`src/hdl/assert_macros.svh`:
```
// Assertion macros shared by the divider RTL.
// Included by the modules that carry concurrent checks; needs clk and rst_n in scope.
`ifndef ASSERT_MACROS_SVH
`define ASSERT_MACROS_SVH

// Same-cycle implication, disabled while in reset.
`define ASSERT_IMPL(label, ante, cons) \
    label: assert property (@(posedge clk) disable iff (!rst_n) (ante) |-> (cons)) \
        else $error("assertion failed");

// Next-cycle implication, disabled while in reset.
`define ASSERT_NEXT(label, ante, cons) \
    label: assert property (@(posedge clk) disable iff (!rst_n) (ante) |=> (cons)) \
        else $error("assertion failed");

`endif

```
`src/hdl/udiv_pkg.sv`:
```
// Shared types for the pipelined unsigned divider.
// No dependencies; used by udiv_cell and unsigned_divider_64.
package udiv_pkg;

    // Control that travels with each beat down the cell chain.
    typedef struct packed {
        logic valid;
        logic dz;
    } cell_ctl_t;

endpackage

```
`src/hdl/udiv_cell.sv`:
```
// One restoring-division cell: resolves one quotient bit per beat.
// Depends on udiv_pkg and assert_macros.svh.
`include "assert_macros.svh"

module udiv_cell
    import udiv_pkg::*;
#(
    parameter int W = 64
)
(
    input  logic             clk,
    input  logic             rst_n,
    input  cell_ctl_t        ctl_in,
    input  logic [W-1:0]     rem_in,
    input  logic [W-1:0]     nq_in,
    input  logic [W-1:0]     den_in,
    output cell_ctl_t        ctl_out,
    output logic [W-1:0]     rem_out,
    output logic [W-1:0]     nq_out,
    output logic [W-1:0]     den_out
);

    cell_ctl_t      ctl_reg;
    logic [W-1:0]   rem_reg;
    logic [W-1:0]   rem_next;
    logic [W-1:0]   nq_reg;
    logic [W-1:0]   nq_next;
    logic [W-1:0]   den_reg;
    logic [W:0]     trial;
    logic [W:0]     diff;
    logic           ge;

    // nq holds unconsumed dividend bits at the top, quotient bits at the bottom
    assign trial = {rem_in, nq_in[W-1]};
    assign diff  = trial - {1'b0, den_in};
    assign ge    = (trial >= {1'b0, den_in});

    always_comb
    begin
        rem_next = ge ? diff[W-1:0] : trial[W-1:0];
        nq_next  = {nq_in[W-2:0], ge};
    end

    always_ff @(posedge clk or negedge rst_n)
    begin
        if (!rst_n)
        begin
            ctl_reg <= '0;
        end
        else
        begin
            ctl_reg <= ctl_in;
        end
    end

    always_ff @(posedge clk)
    begin
        rem_reg <= rem_next;
        nq_reg  <= nq_next;
        den_reg <= den_in;
    end

    assign ctl_out = ctl_reg;
    assign rem_out = rem_reg;
    assign nq_out  = nq_reg;
    assign den_out = den_reg;

    `ASSERT_NEXT(a_beat_advances, ctl_in.valid, ctl_reg.valid)
    `ASSERT_IMPL(a_rem_below_den, ctl_reg.valid && !ctl_reg.dz, rem_reg < den_reg)

endmodule

```
`config.mk`:
```
export PLATFORM = sky130hd
export DESIGN_NAME = udiv_cell
export DESIGN_NICKNAME = d
export VERILOG_FILES = /design/src/hdl/udiv_pkg.sv /design/src/hdl/udiv_cell.sv
export VERILOG_INCLUDE_DIRS = /design/src /design/src/hdl
export SDC_FILE = /design/constraint.sdc
export NUM_CORES = 1
export LEC_CHECK = 0
export BUFFER_PORTS_ARGS = -buffer_cell sky130_fd_sc_hd__buf_2
export CAP_MARGIN = 5
export CORE_AREA = 4 4 150 152
export CTS_BUF_LIST = sky130_fd_sc_hd__clkbuf_2
export CTS_CLUSTER_SIZE = 30
export DETAILED_ROUTE_END_ITERATION = 7
export DIE_AREA = 0 0 154 156
export HOLD_SLACK_MARGIN = 0.06
export PLACE_DENSITY = 0.7
export SYNTH_ARGS = -nofsm -noshare
export SYNTH_HDL_FRONTEND = slang
export SYNTH_SLANG_ARGS = --single-unit
```
`constraint.sdc`:
```
create_clock -name clk -period 0.8 [get_ports clk]
set_input_delay 0.2 -clock clk [delete_from_list [all_inputs] [get_ports clk]]
set_output_delay 0.2 -clock clk [all_outputs]
set_load 0.01 [all_outputs]
```
After elaboration in Yosys (flattened, before gate mapping)
Cells that the tools add are included.
{ "word_totals": {"register_bits": 194, "in_bits": 196, "out_inout_bits": 194, "word_cells": 8} }
{ "op_classes": {"add_sub_neg": 1, "magnitude_cmp": 1, "mux": 1} }
{ "ops": {"columns": ["cell", "n"], "rows": [
  [">= comparator 65 x 64 -> 1 bit", 1],
  ["two-way mux 64 bit", 1],
  ["subtractor 64 bit", 1]
]} }

Longest topological paths before layout
{ "depth": {"ltp_word": 2, "mapped_depth": 14, "ltp_nobuf": 13} }

Worst setup path after synthesis
Ideal clock, no wire load.
{ "synth_path": {"path_kind": "input to register", "start": "in nq_in[63]", "end": "reg rem_reg[52] (netlist: rem_out[52])", "setup_time_ps": 121, "arrival_time_ps": 2787, "t_required_ps": 679, "path_slack_ps": -2108, "stages": 13, "path_buffers": 0, "path_cell_list": "inv_1 -> ha_1 -> fa_1 -> nand2b_1 -> a21oi_1 -> nor2_2 -> o311ai_1 -> a311o_1 -> a31o_4 -> a21o_4 -> a31oi_4 -> xnor2_1 -> mux2_4"} }
{ "synth_between": {"elab_chain_len": 2, "elab_cells_between_ends": 3, "cone_classes": "add/sub: 1; order compare: 1; mux: 1"} }
{ "synth_rtl": {"columns": ["item", "line_no", "source"], "rows": [
  ["from (decl)", "udiv_cell.sv:15", "input logic [W-1:0] nq_in,"],
  ["subtractor 64 bit / >= comparator 65 x 64 -> 1 bit (equally long branches)", "udiv_cell.sv:35, udiv_cell.sv:36", null],
  ["two-way mux 64 bit (*)", "udiv_cell.sv:40", "rem_next = ge ? diff[W-1:0] : trial[W-1:0];"],
  ["named net rem_next[52]", "udiv_cell.sv:25", "logic [W-1:0] rem_next;"],
  ["to (signal assigned)", "udiv_cell.sv:58", "rem_reg <= rem_next;"],
  ["to (decl)", "udiv_cell.sv:24", "logic [W-1:0] rem_reg;"]
]} }
The timed path passes the listed nets; every way through them passes the cells marked *.

Worst setup path in the final report
{ "layout_path": {"start": "in den_in[4]", "end": "reg rem_reg[59] (netlist: rem_out[59])"} }
{ "layout_between": {"elab_chain_len": 2, "elab_cells_between_ends": 3, "cone_classes": "add/sub: 1; order compare: 1; mux: 1"} }
{ "layout_rtl": {"columns": ["item", "line_no", "source"], "rows": [
  ["from (decl)", "udiv_cell.sv:16", "input logic [W-1:0] den_in,"],
  ["subtractor 64 bit / >= comparator 65 x 64 -> 1 bit (equally long branches)", "udiv_cell.sv:35, udiv_cell.sv:36", null],
  ["two-way mux 64 bit (*)", "udiv_cell.sv:40", null],
  ["named net rem_next[59]", "udiv_cell.sv:25", null]
]} }
Marks and branches as above.

==> flow_summary.yaml <==
run_status:
  status: "finished, violations left"
  violations: "negative hold slack, negative setup slack"
grt:
  overflow: 0
  grt_util_all_layers: 0.3324
  grt_pass1_vias: 11596
  antenna_found_initial: 7
  grt_max_degree: 24
  grt_pass1_wl_mm: 63.56
timing:
  period_share: 2.822
  clock.fmax_mhz: 442.9
  hold_ws_ns: -0.6222
  period_needed_ns: 2.258
  fin_ws_ns: -1.458
  rsz0062_at_grt: "true"
  worst_slew_pin_slew_ns: 0.5395
  maxSlewViolCount: 0
  hold_viol: 74
  slew_headroom: 0.6403
  setup_viol: 260
logic_synthesis:
  synthDistinctLibCells: 65
  synthArstFlopShare: 0.01031
  yosys_warnings: 0
  synth_enable_flop_cells: 0
  synth.area.top_cells: "dfxtp_1 44%, ha_1 9.1%, a21oi_1 7.0%, xnor2_1 3.6%, nor2_1 3.6%"
  synth_nets: 1224
  syn_area_per_cell_um2: 9.099
  synthesis.area_um2: 8762
  synth.largest_area_cell: "dfxtp_1"
  synth_ff_type: "dfxtp_1"
  synth_top_area_share: 0.4387
  synth_cells: 963
  synth-seq-cells: 194
  yosysSeqAreaShare: 0.4444
pwr:
  p_leak_nw: 8.417
  p_total_mw: 30.84
  p_per_area_nw_per_um2: 1707
  ir_drop_uv: 1314
layout:
  final_cell_mix: "243 x buf_4, 241 x buf_2, 222 x dlygate4sd3_1"
  fin_cells: 2114
  drive_gt1_frac: 0.5689
  multi_input_comb_area_um2: 5585
  seq_area_um2: 4055
  layout.nets: 2078
  nFillCells: 1003
  final_area_um2: 18060
  synthToLayoutAreaGrowth_pct: 106.2
  layout_commonest_cell: "buf_4"
floorplanning:
  rows: 53
  start_util: 0.4168
  die_y_um: 156
  die_width_um: 154
  die_area_um2: 24020
  coreArea_um2: 21020
  io_pins: 390
worst_hold_path:
  holdPathEnd: "den_out[6]$_DFF_P_"
  hp-start: "den_in[6]"
  hold_class: "in2reg"
  whs_path_depth: 1
clock_network:
  cts_made_buffers: 17
  cts_tree: "yes"
  clkTransAtPathRegs_ns: 0.40
  htree_levels: 4
  clock-sinks: 194
  clockBufferDepth: 2
  clockRootBuffer: "clkbuf_2"
worst_setup_path:
  path_class: "in2reg"
  startpoint_type: "input port"
  worstPathCellList: "buf_2 > inv_2 > ha_4 > nand3_1 > nand2_1 > o21ai_2 > o311ai_4 > o2111ai_4 > a21oi_4 > o21ai_4 > a21oi_4 > buf_12 > buf_4 > buf_12 > nor2_1 > a21oi_1"
  crit_slowest_cell: "ha_4"
  required_ns: 1.58
  worstPathArrival_ns: 3.04
  cp_max_fo: 16
  max_stage_delay_ns: 0.33
  cp-end-kind: "register"
routing:
  wl_per_cell_um: 25.21
  drc: 0
  viasPerCell: 5.677
  drtIter0Drc: 1410
  wl_mm: 53.29
  vias: 12002
  final_antenna_net_count: 0
  firstDrtPassIters: 7
placement:
  portBuffers: 389
  gp_congestion: 0.9366
  place_inst: 1807
  dpl_cell_area_um2: 13230
  dp.final_hpwl_mm: 25.91
  place_ws_ns: -2.272
flow_run:
  cap_violations: 0
## cells by family after synthesis
family | share of synthesized area
compound gates | 0.1935
xor+xnor | 0.06097
fa+ha+maj | 0.09367
buf+inv | 0.05897
flops | 0.4444
mux | 0.02613
simple gates | 0.1224
## layout make-up
type,instances,share of cell area
Clock inverter,15,0.01191
Tap cell,275,0.01905
Antenna cell,9,0.001247
Sequential cell,194,0.2245
Multi-Input combinational cell,644,0.3092
Inverter,81,0.02016
Timing Repair Buffer,879,0.4093
Clock buffer,17,0.004710
## worst max-delay path, delay by kind of cell
family	cells	cell delay (ns)
compound gates	7	1.40
fa+ha+maj	1	0.33
simple gates	3	0.32
buf+inv	5	0.77
## layer usage
layer,global-route usage,routed length (µm),vias up
met5,0,0,-
met3,0.06824,5382,362
met4,0.1720,4898,0
met2,0.5982,24910,947
met1,0.3707,18100,5622
li1,-,-,5071
## per-stage QoR
step | hold WS [ns] | setup TNS, ns | utilization
after floorplan | -0.09559 | -108.44 | -
after CTS | -0.5896 | -214.97 | 0.7958
after detailed placement | -0.01198 | -140.54 | 0.6295
final | -0.6222 | -242.74 | 0.8594
after global placement | -0.01133 | -138.44 | 0.6295
after global routing | -0.6855 | -258.98 | 0.8592
## report_power, final
group / total (mW) / switching, mW / internal (mW) / leakage [nW]
registers: 11.6 / 0.605 / 11.0 / 1.64
clock network: 6.02 / 4.79 / 1.23 / 0.163
logic: 13.2 / 6.32 / 6.93 / 6.61
## what timing repair did
item / in CTS / in global routing
buffers inserted: 27 / 16
pin swaps: 37 / 47
cloned: 5 / 1
hold endpoints to repair: 195 / 94
hold buffers: 202 / 20
setup endpoints to repair: 259 / 259
gates resized for setup: 205 / 299
## synthesized netlist by cell type, types with 11 or more instances
cell,n
clkbuf_1,23
nand2_1,56
inv_1,81
nor2_1,83
xnor2_1,36
nand4_1,27
xor2_1,25
dfxtp_1,192
o21ai_0,38
o21bai_1,11
buf_2,13
mux2_2,19
nand3_1,15
a21o_1,33
ha_1,64
a21oi_1,122
## flip-flops by register name (all words and copies together) (netlist names)
| register | cells |
|---|---|
| rem_out | 64 |
| nq_out | 64 |
| den_out | 64 |
| ctl_out | 2 |
## worst max-delay path by stage
stage                from  slack [ns]  depth (start not counted)                  end
2_1_floorplan   nq_in[63]       -1.77                         13  rem_out[52]$_DFF_P_
3_3_place_gp    den_in[1]       -2.25                         13   rem_out[7]$_DFF_P_
3_5_place_dp    den_in[1]       -2.27                         13   rem_out[7]$_DFF_P_
4_1_cts         den_in[1]       -1.13                         15  rem_out[58]$_DFF_P_
5_1_grt        den_in[15]       -1.44                         15  rem_out[59]$_DFF_P_
6_report        den_in[4]       -1.46                         16  rem_out[59]$_DFF_P_
No activity file was read; power rests on OpenSTA's default activity.
